File: src/rtl/core/stt_pkg.sv
`default_nettype none

package stt_pkg;

   localparam int OffsetBitsDefault = 16;
   localparam int LenBits           = 16;
   localparam int OutOffsetBits     = 16;
   localparam int KindBits          = 4;

   typedef enum logic [1:0] {
      MODE_NONE  = 2'd0,
      MODE_NUM   = 2'd1,
      MODE_IDENT = 2'd2,
      MODE_COLON = 2'd3
   } mode_type;

   typedef enum logic [KindBits-1:0] {
      KIND_PLUS    = 4'd0,
      KIND_MINUS   = 4'd1,
      KIND_STAR    = 4'd2,
      KIND_SLASH   = 4'd3,
      KIND_DCOLON  = 4'd4,
      KIND_COLON   = 4'd5,
      KIND_LPAREN  = 4'd6,
      KIND_RPAREN  = 4'd7,
      KIND_LBRACE  = 4'd8,
      KIND_RBRACE  = 4'd9,
      KIND_COMMA   = 4'd10,
      KIND_IDENT   = 4'd11,
      KIND_NUMBER  = 4'd12,
      KIND_END     = 4'd13
   } kind_type;

   typedef enum logic [2:0] {
      CLS_DIGIT,
      CLS_ALPHA,
      CLS_SPACE,
      CLS_COLON,
      CLS_SYMBOL,
      CLS_END
   } cls_type;

   typedef struct packed {
      kind_type                 kind;
      logic [OutOffsetBits-1:0] start;
      logic [LenBits-1:0]       len;
      logic                     last;
   } token_type;

   // up to two tokens produced by one byte, slot 0 first
   typedef struct packed {
      logic [1:0] count;
      token_type  tok1;
      token_type  tok0;
   } push_type;

   localparam logic [7:0] ChColon      = 8'h3A;
   localparam logic [7:0] ChUnderscore = 8'h5F;

   function automatic logic is_symbol(input logic [7:0] c);
      logic hit;
      begin
         unique case (c)
            8'h2B, 8'h2D, 8'h2A, 8'h2F, 8'h28, 8'h29, 8'h7B, 8'h7D, 8'h2C: hit = 1'b1;
            default: hit = 1'b0;
         endcase
         return hit;
      end
   endfunction

   function automatic kind_type symbol_kind(input logic [7:0] c);
      kind_type k;
      begin
         unique case (c)
            8'h2B:   k = KIND_PLUS;
            8'h2D:   k = KIND_MINUS;
            8'h2A:   k = KIND_STAR;
            8'h2F:   k = KIND_SLASH;
            8'h28:   k = KIND_LPAREN;
            8'h29:   k = KIND_RPAREN;
            8'h7B:   k = KIND_LBRACE;
            8'h7D:   k = KIND_RBRACE;
            default: k = KIND_COMMA;
         endcase
         return k;
      end
   endfunction

   function automatic cls_type char_class(input logic [7:0] c);
      cls_type cls;
      begin
         priority if (c >= 8'h30 && c <= 8'h39) begin
            cls = CLS_DIGIT;
         end else if ((c >= 8'h61 && c <= 8'h7A) || (c >= 8'h41 && c <= 8'h5A) ||
                      c == ChUnderscore) begin
            cls = CLS_ALPHA;
         end else if (c == 8'h20 || (c >= 8'h09 && c <= 8'h0D)) begin
            cls = CLS_SPACE;
         end else if (c == ChColon) begin
            cls = CLS_COLON;
         end else if (is_symbol(c)) begin
            cls = CLS_SYMBOL;
         end else begin
            cls = CLS_END;
         end
         return cls;
      end
   endfunction

endpackage

`default_nettype wire

File: src/rtl/core/stt_scan.sv
`default_nettype none

module stt_scan #(
   parameter int OFFSET_BITS = stt_pkg::OffsetBitsDefault
) (
   input  wire logic             clock,
   input  wire logic             reset,
   input  wire logic             req_valid,
   output logic                  req_stall,
   input  wire logic [7:0]       req_char_byte,
   input  wire logic             room,
   output stt_pkg::push_type     push
);
   import stt_pkg::*;

   localparam int ExtW = (OFFSET_BITS > OutOffsetBits) ? OFFSET_BITS : OutOffsetBits;
   localparam logic [LenBits-1:0] LenMax = '1;

   logic                   in_vld_ff, in_vld_in;
   logic [7:0]             byte_ff;
   mode_type               mode_ff, mode_in;
   logic [OFFSET_BITS-1:0] start_ff, start_in;
   logic [LenBits-1:0]     len_ff, len_in;
   logic [OFFSET_BITS-1:0] pos_ff, pos_in;

   logic     fire;
   cls_type  cls;
   mode_type eff_mode;
   logic     word_char;
   logic [1:0] n;
   token_type  tok [2];

   function automatic logic [OutOffsetBits-1:0] out_off(input logic [OFFSET_BITS-1:0] v);
      logic [ExtW-1:0] ext;
      begin
         ext = ExtW'(v);
         return ext[OutOffsetBits-1:0];
      end
   endfunction

   assign fire      = in_vld_ff && room;
   assign req_stall = in_vld_ff && !room;

   always_comb begin
      in_vld_in = in_vld_ff;
      if (req_valid && !req_stall) begin
         in_vld_in = 1'b1;
      end else if (fire) begin
         in_vld_in = 1'b0;
      end
   end

   always_comb begin
      cls       = char_class(byte_ff);
      word_char = (cls == CLS_DIGIT) || (cls == CLS_ALPHA);
      mode_in   = mode_ff;
      start_in  = start_ff;
      len_in    = len_ff;
      pos_in    = pos_ff + OFFSET_BITS'(1);
      eff_mode  = mode_ff;
      n         = 2'd0;
      for (int i = 0; i < 2; i++) begin
         tok[i] = '{kind: KIND_PLUS, start: '0, len: '0, last: 1'b0};
      end

      if (mode_ff == MODE_COLON) begin
         if (byte_ff == ChColon) begin
            tok[0] = '{kind: KIND_DCOLON, start: out_off(start_ff),
                       len: LenBits'(2), last: 1'b0};
            n        = 2'd1;
            mode_in  = MODE_NONE;
            eff_mode = MODE_COLON;   // item fully handled
         end else begin
            tok[0] = '{kind: KIND_COLON, start: out_off(start_ff),
                       len: LenBits'(1), last: 1'b0};
            n        = 2'd1;
            eff_mode = MODE_NONE;
         end
      end

      if (eff_mode != MODE_COLON) begin
         if ((eff_mode == MODE_NUM && cls == CLS_DIGIT) ||
             (eff_mode == MODE_IDENT && word_char)) begin
            if (len_ff != LenMax) begin
               len_in = len_ff + LenBits'(1);
            end
         end else begin
            if (eff_mode == MODE_NUM || eff_mode == MODE_IDENT) begin
               tok[n[0]] = '{kind: (eff_mode == MODE_NUM) ? KIND_NUMBER : KIND_IDENT,
                             start: out_off(start_ff), len: len_ff, last: 1'b0};
               n = n + 2'd1;
            end
            mode_in = MODE_NONE;
            unique case (cls)
               CLS_DIGIT, CLS_ALPHA: begin
                  mode_in  = (cls == CLS_DIGIT) ? MODE_NUM : MODE_IDENT;
                  start_in = pos_ff;
                  len_in   = LenBits'(1);
               end
               CLS_SPACE: begin
               end
               CLS_COLON: begin
                  mode_in  = MODE_COLON;
                  start_in = pos_ff;
                  len_in   = LenBits'(1);
               end
               CLS_SYMBOL: begin
                  tok[n[0]] = '{kind: symbol_kind(byte_ff), start: out_off(pos_ff),
                                len: LenBits'(1), last: 1'b0};
                  n = n + 2'd1;
               end
               default: begin
                  // end of buffer: restart offsets at zero
                  tok[n[0]] = '{kind: KIND_END, start: out_off(pos_ff),
                                len: '0, last: 1'b0};
                  n        = n + 2'd1;
                  start_in = '0;
                  len_in   = '0;
                  pos_in   = '0;
               end
            endcase
         end
      end

      tok[0].last = (n == 2'd1);
      tok[1].last = 1'b1;
      push.count  = fire ? n : 2'd0;
      push.tok0   = tok[0];
      push.tok1   = tok[1];
   end

   always_ff @(posedge clock) begin
      if (reset) begin
         in_vld_ff <= 1'b0;
         mode_ff   <= MODE_NONE;
         start_ff  <= '0;
         len_ff    <= '0;
         pos_ff    <= '0;
      end else begin
         in_vld_ff <= in_vld_in;
         if (fire) begin
            mode_ff  <= mode_in;
            start_ff <= start_in;
            len_ff   <= len_in;
            pos_ff   <= pos_in;
         end
      end
   end

   always_ff @(posedge clock) begin
      if (req_valid && !req_stall) begin
         byte_ff <= req_char_byte;
      end
   end

endmodule

`default_nettype wire

File: src/rtl/core/stt_token_fifo.sv
`default_nettype none

module stt_token_fifo (
   input  wire logic               clock,
   input  wire logic               reset,
   input  wire stt_pkg::push_type  push,
   output logic                    room,
   output logic                    rsp_valid,
   input  wire logic               rsp_stall,
   output stt_pkg::token_type      rsp_token
);
   import stt_pkg::*;

   token_type  mem [4];
   logic [1:0] wr_ff, wr_in;
   logic [1:0] rd_ff, rd_in;
   logic [2:0] cnt_ff, cnt_in;
   logic       pop;

   // room for a full two-token item regardless of this cycle's pop
   assign room      = (cnt_ff <= 3'd2);
   assign rsp_valid = (cnt_ff != 3'd0);
   assign rsp_token = mem[rd_ff];
   assign pop       = rsp_valid && !rsp_stall;

   always_comb begin
      wr_in  = wr_ff + push.count;
      rd_in  = rd_ff + {1'b0, pop};
      cnt_in = cnt_ff + {1'b0, push.count} - {2'b00, pop};
   end

   always_ff @(posedge clock) begin
      if (reset) begin
         wr_ff  <= '0;
         rd_ff  <= '0;
         cnt_ff <= '0;
      end else begin
         wr_ff  <= wr_in;
         rd_ff  <= rd_in;
         cnt_ff <= cnt_in;
      end
   end

   always_ff @(posedge clock) begin
      if (push.count != 2'd0) begin
         mem[wr_ff] <= push.tok0;
      end
      if (push.count == 2'd2) begin
         mem[wr_ff + 2'd1] <= push.tok1;
      end
   end

endmodule

`default_nettype wire

File: src/rtl/core/source_text_tokenizer.sv
// Source text tokenizer.
// Input channel (req_): one source byte per item on req_char_byte, taken when
// req_valid is high and req_stall low. Result channel (rsp_): one token per
// item with kind, start offset, length and rsp_last marking the final token
// caused by a byte; a byte gives zero, one or two tokens.
// The byte is registered, classified and merged with the pending token in one
// pass; tokens land in a four-entry output queue and are registered there
// before rsp_; a byte waits in the input register while the queue lacks room.
// Throughput: one byte per cycle while the queue holds at most two tokens; a
// byte giving two tokens uses the output port twice, so the port (one token
// per cycle, rsp_stall low) sets the sustained rate on symbol-dense text.
// When the receiver stalls, the queue fills and req_stall rises once the
// registered byte finds fewer than two free entries; nothing is dropped.
// Reset (synchronous) empties the queue and input register, clears the
// pending token and restarts offsets at zero.
`default_nettype none

module source_text_tokenizer #(
   parameter int OFFSET_BITS = stt_pkg::OffsetBitsDefault
) (
   input  wire logic        clock,
   input  wire logic        reset,
   input  wire logic        req_valid,
   output logic             req_stall,
   input  wire logic [7:0]  req_char_byte,
   output logic             rsp_valid,
   input  wire logic        rsp_stall,
   output logic [3:0]       rsp_token_kind,
   output logic [15:0]      rsp_start_offset,
   output logic [15:0]      rsp_token_length,
   output logic             rsp_last
);
   import stt_pkg::*;

   push_type  push;
   logic      room;
   token_type rsp_token;

   stt_scan #(
      .OFFSET_BITS(OFFSET_BITS)
   ) u_scan (
      .clock        (clock),
      .reset        (reset),
      .req_valid    (req_valid),
      .req_stall    (req_stall),
      .req_char_byte(req_char_byte),
      .room         (room),
      .push         (push)
   );

   stt_token_fifo u_fifo (
      .clock    (clock),
      .reset    (reset),
      .push     (push),
      .room     (room),
      .rsp_valid(rsp_valid),
      .rsp_stall(rsp_stall),
      .rsp_token(rsp_token)
   );

   assign rsp_token_kind   = rsp_token.kind;
   assign rsp_start_offset = rsp_token.start;
   assign rsp_token_length = rsp_token.len;
   assign rsp_last         = rsp_token.last;

endmodule

`default_nettype wire
File: config.mk
export PLATFORM = sky130hd
export DESIGN_NAME = source_text_tokenizer
export DESIGN_NICKNAME = d
export VERILOG_FILES = /design/src/rtl/core/stt_pkg.sv /design/src/rtl/core/stt_scan.sv /design/src/rtl/core/stt_token_fifo.sv /design/src/rtl/core/source_text_tokenizer.sv
export SDC_FILE = /design/constraint.sdc
export NUM_CORES = 1
export LEC_CHECK = 0
export BUFFER_PORTS_ARGS = -buffer_cell sky130_fd_sc_hd__buf_2
export CAP_MARGIN = 30
export CELL_PAD_IN_SITES_DETAIL_PLACEMENT = 1
export CELL_PAD_IN_SITES_GLOBAL_PLACEMENT = 1
export CORE_ASPECT_RATIO = 1.2
export CORE_UTILIZATION = 47
export CTS_BUF_LIST = sky130_fd_sc_hd__clkbuf_16
export DETAILED_ROUTE_END_ITERATION = 6
export GPL_TIMING_DRIVEN = 0
export PLACE_DENSITY = 0.76
export SLEW_MARGIN = 20
export SYNTH_ARGS = -nofsm -noshare
export SYNTH_HDL_FRONTEND = slang
export SYNTH_HIERARCHICAL = 1
export SYNTH_SLANG_ARGS = --single-unit
File: constraint.sdc
create_clock -name clock -period 5.3 [get_ports clock]
set_clock_uncertainty 0.2 [all_clocks]
set_input_delay 0.265 -clock clock [delete_from_list [all_inputs] [get_ports clock]]
set_output_delay 0.265 -clock clock [all_outputs]
set_load 0.1 [all_outputs]
* Word level (Yosys, flattened, before mapping)
Memories as Yosys holds them, arrays and structs flattened. A register that Yosys moved wholly into a read port is not among the register bits.
Index checks and enable logic that the tools add are counted.
** Storage, ports and cells
- Flip-flop bits (word level) :: 66
- Latch bits :: 0
- Memory bits (writable) :: 148
- ROM bits :: 0
- Input port bits :: 12
- Memories kept :: 1
** Memory list
- u_fifo.mem :: words 4, bits a word 37, rd ports 1, clocked after Yosys merged registers in 1, wr ports 2, RTL line stt_token_fifo.sv:14 : token_type mem [4];
** Operators by class
- Add/subtract/negate cells :: 9
- $mul :: 0
- Divide/modulo/power cells :: 0
- Order comparisons :: 13
- Equal/unequal tests :: 25
- Shift-type cells :: 0
- Multiplexer cells :: 60
- Bitwise logic cells :: 4
- Reductions and logical operators :: 33
** Operators with widths (number)
- $mux 74 :: 5
- $bwmux 74 :: 3
- $pmux 74 s2 :: 1
- $mux 37 :: 3
- $mux 16 :: 5
- $demux 37 s1 :: 2
- $eq 8x6->1 const B :: 9
- $pmux 16 s2 :: 2
- $mux 34 :: 1
- $add 16x1->16 const B :: 2
- $pmux 4 s8 :: 1
- $mux 2 :: 15
- $eq 8x7->1 const B :: 3
- $ge 8x7->1 const B :: 2
- $le 8x7->1 const B :: 2
- $ne 16x16->1 const B :: 1
- $mux 3 :: 5
- $mux 1 :: 13
- $logic_and 1x1->1 :: 12
- $mux 4 :: 3
- $reduce_or 9->1 :: 1
- $ge 8x4->1 const B :: 1
- $ge 8x6->1 const B :: 1
- $le 8x4->1 const B :: 1
- other kinds (30) :: 50

* Longest topological paths before layout
- Depth in word-level cells :: 27
- Gate-level depth with buffers :: 15
- Gate-level depth less buffers :: 13

* Modules after synthesis
Netlist, hierarchy kept.
** Modules (own cells, without submodules)
- stt_token_fifo :: times used 1, cells each 406, area an instance 7524.7 µm², seq. area each 4584.4 µm²
- stt_scan :: times used 1, cells each 501, area an instance 4140.2 µm², seq. area each 1261.2 µm²

* Least setup slack after synthesis
OpenSTA, ideal clock, no wires.
- Kind :: reg2reg
- Start point :: register u_scan.byte_ff[2]
- End point :: memory u_fifo/mem[0][0] in the netlist's numbering (enable)
- Data arrival time :: 5.204 ns
- Slack :: -0.591 ns
- Cell stages (with the launch flop) :: 10
- Buffers on the path :: 2
- Clock period less this slack :: 5.891 ns
- Path through :: edfxtp_1 buf_6 nor4b_1 o2bb2ai_1 or3_1 buf_2 a21oi_1 nor3_1 nor2_1 o31ai_1
** RTL lines
- start: declaration :: RTL line stt_scan.sv:20 : logic [7:0] byte_ff;
- start signal: assignment :: RTL line stt_scan.sv:152 : byte_ff <= req_char_byte;
- end: declaration :: RTL line stt_token_fifo.sv:14

==> impl_summary.txt <==
----------------------------------------------------
[STA]
  Slew Viols, Final ... 0
  Final critical path time including I/O delays and setup ... 4.98 ns
  Worst slew pin tran ... 0.927 ns
  Hold slack ... 0.273 ns
  Share of the clock period used by the worst path ... 94.0%
  Highest clock frequency the design can meet ... 0.201 GHz
  Setup TNS ... 0 ns
  Setup slack of the critical path after layout ... 0.315 ns
  Count of endpoints failing setup in the final report ... 0
  Relative max-transition margin ... 37.7%
  Setup repair after global routing missed its margin ... no
  Final Hold Fails ... 0

[Global route]
  GRT Residual Overflow ... 0
  Pin count of the biggest net entering global routing ... 23
  Initial antenna violation count ... 1
  Vias in the first global route ... 8,657
  Combined global-route utilization of all metal layers ... 25.4%
  Global-route wire length before repair ... 49,900 um

[Clock network]
  Clock Root Buffer ... clkbuf_16
  Number of H-tree branching levels ... 1
  Post-CTS setup buffer count ... 0
  CTS tree ... done
  Clock Pin Slew Worst Setup and Hold Paths ... 0.05 ns
  Number of clock sinks ... 214
  Insertion delay to the later sink of the worst-skew pair ... 0.51 ns
  Maximum root-to-sink buffer count ... 3
  CTS Buf Count ... 23

[Synth]
  Area leader, netlist ... edfxtp_1
  YS warnings ... 6
  Number of distinct library cells after synthesis ... 79
  Post-synthesis async set-or-reset flop share ... 0%
  Most common flop cell mapped by yosys ... edfxtp_1
  Most frequent cells after synthesis ... 162 x mux2_2, 156 x edfxtp_1, 58 x dfxtp_1, 47 x nand2_1, 44 x a21oi_1
  Most area-consuming cells after synthesis ... edfxtp_1 40%, mux2_2 16%, dfxtp_1 10%
  Number of standard cells after synthesis ... 907
  Portion of synthesized cell area occupied by the leading cell type ... 40.2%
  Nets in the synthesized netlist ... 931
  EDFF count, synth ... 156
  Number of register bits inferred by synthesis ... 214
  Most frequently used cell type in the post-synthesis netlist ... mux2_2
  Mapped cell area ... 0.0117 sq mm
  Proportion of synthesized chip area in sequential cells ... 50.1%
  Per-instance average area after synthesis ... 12.9 sq um

[Power and ir drop]
  Maximum ir drop on the vdd rail ... 0.460 mV
  Reported leakage power ... 4.81 nW
  PwrDens ... 377 mW/mm^2
  Sum of internal, switching and leakage power ... 5.03 mW

[Floorplanning]
  Top-Level Pins ... 51
  Width of the chip ... 146 um
  Core Box Area ... 0.0241 sq mm
  Initial cell density of the core ... 48.4%
  Row count ... 62
  Die height ... 175 um
  Die area ... 0.0255 sq mm

[Worst setup path]
  Maximum fanout along the worst path ... 22
  Logic depth of the worst register-to-register path ... 14
  Worst R2R End ... u_fifo/mem[2][12]$_DFFE_PP_
  Crit-path cells ... buf_2, nor3_2, a21oi_1, a22o_1, nor3_2, clkbuf_2, a21oi_1, nor3_1, nor2b_1, and3b_1, buf_2, buf_4, a21o_4, buf_16
  FF-to-FF setup slack ... 0.32 ns
  R2R Path Start ... u_scan/byte_ff[0]$_DFFE_PP_
  Worst Setup Path Type ... reg -> reg
  Combined buffer and inverter count along the critical path ... 5
  Type of destination of the critical path ... flip-flop
  Critical path's slowest cell ... nor3_1
  Worst EP required ... 5.31 ns
  Slowest cell delay on critical path ... 0.44 ns
  Top cell family by delay on the critical path ... simple AND/OR/NAND/NOR gates
  Data arrival time of the critical path ... 4.99 ns
  Startpoint type of the worst setup path ... flip-flop

[Layout]
  Final Net Count ... 1,025
  Post-layout utilization of the core ... 55.4%
  Final standard cell count with taps included and fillers excluded ... 1,338
  Proportion of layout cells with a drive suffix above 1 ... 35.6%
  Antenna Diode Count ... 0
  Final instance area ... 0.0134 sq mm
  Area growth from synthesis to layout ... 14.5%

[Worst hold path]
  Type of the worst min-delay path ... in -> reg
  Cell depth of the worst hold path ... 2
  Hold worst-path end ... u_scan/byte_ff[5]$_DFFE_PP_
  HP Start ... req_char_byte[5]

[Drt]
  Wire length per cell after detailed routing ... 23.5 um
  Number of remaining DRC errors ... 0
  Remaining antenna violation count ... 0
  Overall routed net length ... 31,400 um
  Drt first pass iters ... 5
  Via Count ... 7,959
  Initial drt markers ... 529
  Average via count per standard cell ... 5.95

[Place]
  Post-Place Cell Area ... 0.0125 sq mm
  Cell count after placement ... 1,285
  Post-detailed-placement half-perimeter wirelength ... 21,800 um
  Final weighted congestion of routability-driven global placement ... 0.854
  Count of input and output buffers ... 50
  Worst slack at placement ... -0.237 ns

[Outcome]
  Outcome ... finished clean

[Flow run]
  Max-cap violations ... 0

----------------------------------------------------
[sequential cells by signal, indices dropped and copies added, names as in the netlist]
name              cells
u_fifo/cnt_ff         3
u_fifo/mem          148
u_fifo/rd_ff          2
u_fifo/wr_ff          2
u_scan/byte_ff        8
u_scan/in_vld_ff      1
u_scan/len_ff        16
u_scan/mode_ff        2
u_scan/pos_ff        16
u_scan/start_ff      16
[repair_timing]
item | in CTS | in global routing
hold endpoints to repair | 16 | 0
gates resized for setup | 2 | 1
hold buffers | 11 | 0
endpoints found under the setup margin | 37 | 16
pin swaps | 0 | 0
cloned | 0 | 0
[cell families after synthesis]
logic type,Yosys count,share of synthesized area (%)
and+or+nand+nor,258,12.4
buffers and inverters,72,3.19
adders and majority gates,12,1.35
other,1,0.0321
xor gates and xnor gates,22,1.65
AOI/OAI and AO/OA,126,8.23
DFF,214,50.1
muxes,202,23.1
[report_power, final]
group / switching (mW) / internal, mW
Combinational: 1.15 / 0.379
Clock: 0.643 / 0.931
Sequential: 0.0470 / 1.88
[layer usage]
| layer | part of all wire, % | global-route usage, % | up-vias |
|---|---|---|---|
| met2 | 50 | 44.4 | 231 |
| met5 | 0 | 0 | - |
| met4 | 2.4 | 7.54 | 0 |
| met1 | 42 | 33.1 | 4009 |
| met3 | 5.4 | 3.03 | 52 |
| li1 | - | - | 3667 |
[worst max-delay path by stage]
| stage | startpoint | cells after the start | slack (ns) | to |
|---|---|---|---|---|
| after detailed placement | u_scan/byte_ff[0]$_DFFE_PP_ | 14 | -0.24 | u_fifo/mem[2][22]$_DFFE_PP_ |
| after global routing | u_scan/byte_ff[4]$_DFFE_PP_ | 15 | 0.07 | u_fifo/mem[0][15]$_DFFE_PP_ |
| after floorplan | u_scan/byte_ff[0]$_DFFE_PP_ | 11 | 0.53 | u_fifo/mem[3][0]$_DFFE_PP_ |
| final | u_scan/byte_ff[0]$_DFFE_PP_ | 14 | 0.32 | u_fifo/mem[2][12]$_DFFE_PP_ |
| after global placement | u_scan/byte_ff[0]$_DFFE_PP_ | 11 | -1.82 | u_fifo/mem[3][25]$_DFFE_PP_ |
| after CTS | u_scan/byte_ff[0]$_DFFE_PP_ | 14 | 0.14 | u_fifo/mem[2][12]$_DFFE_PP_ |
[placed cells by master (no fill, tap or decap), types with 6 or more instances in the layout]
cell	Yosys	layout
buf_4	8	8
o31ai_1	7	6
ha_1	11	11
xnor2_1	6	6
or4_1	6	6
clkbuf_1	17	16
nor3_1	15	14
edfxtp_1	156	156
clkinv_1	0	6
nand2_1	47	47
buf_2	27	78
dfxtp_1	58	58
and3_1	9	9
mux4_2	37	37
or3_1	6	6
and2_1	33	33
dlygate4sd3_1	0	11
xor2_1	16	16
inv_1	14	19
clkbuf_16	0	23
a31oi_1	6	6
nand3_1	33	33
mux2_2	162	162
o21ai_0	9	9
a22o_1	17	17
nor2_1	42	41
nand4_1	8	8
a21oi_1	44	44
nor2b_1	24	23
[cell type report]
class | count | area [sq um]
clock inverter | 19 | 160
sequential | 214 | 5850
clock buffer | 23 | 576
tap | 320 | 400
buffer | 58 | 320
inverter | 14 | 52.6
fill | 2428 | 10800
timing repair buffer | 69 | 513
multi-input combinational | 621 | 5490
(Power assumes the default switching activity.)
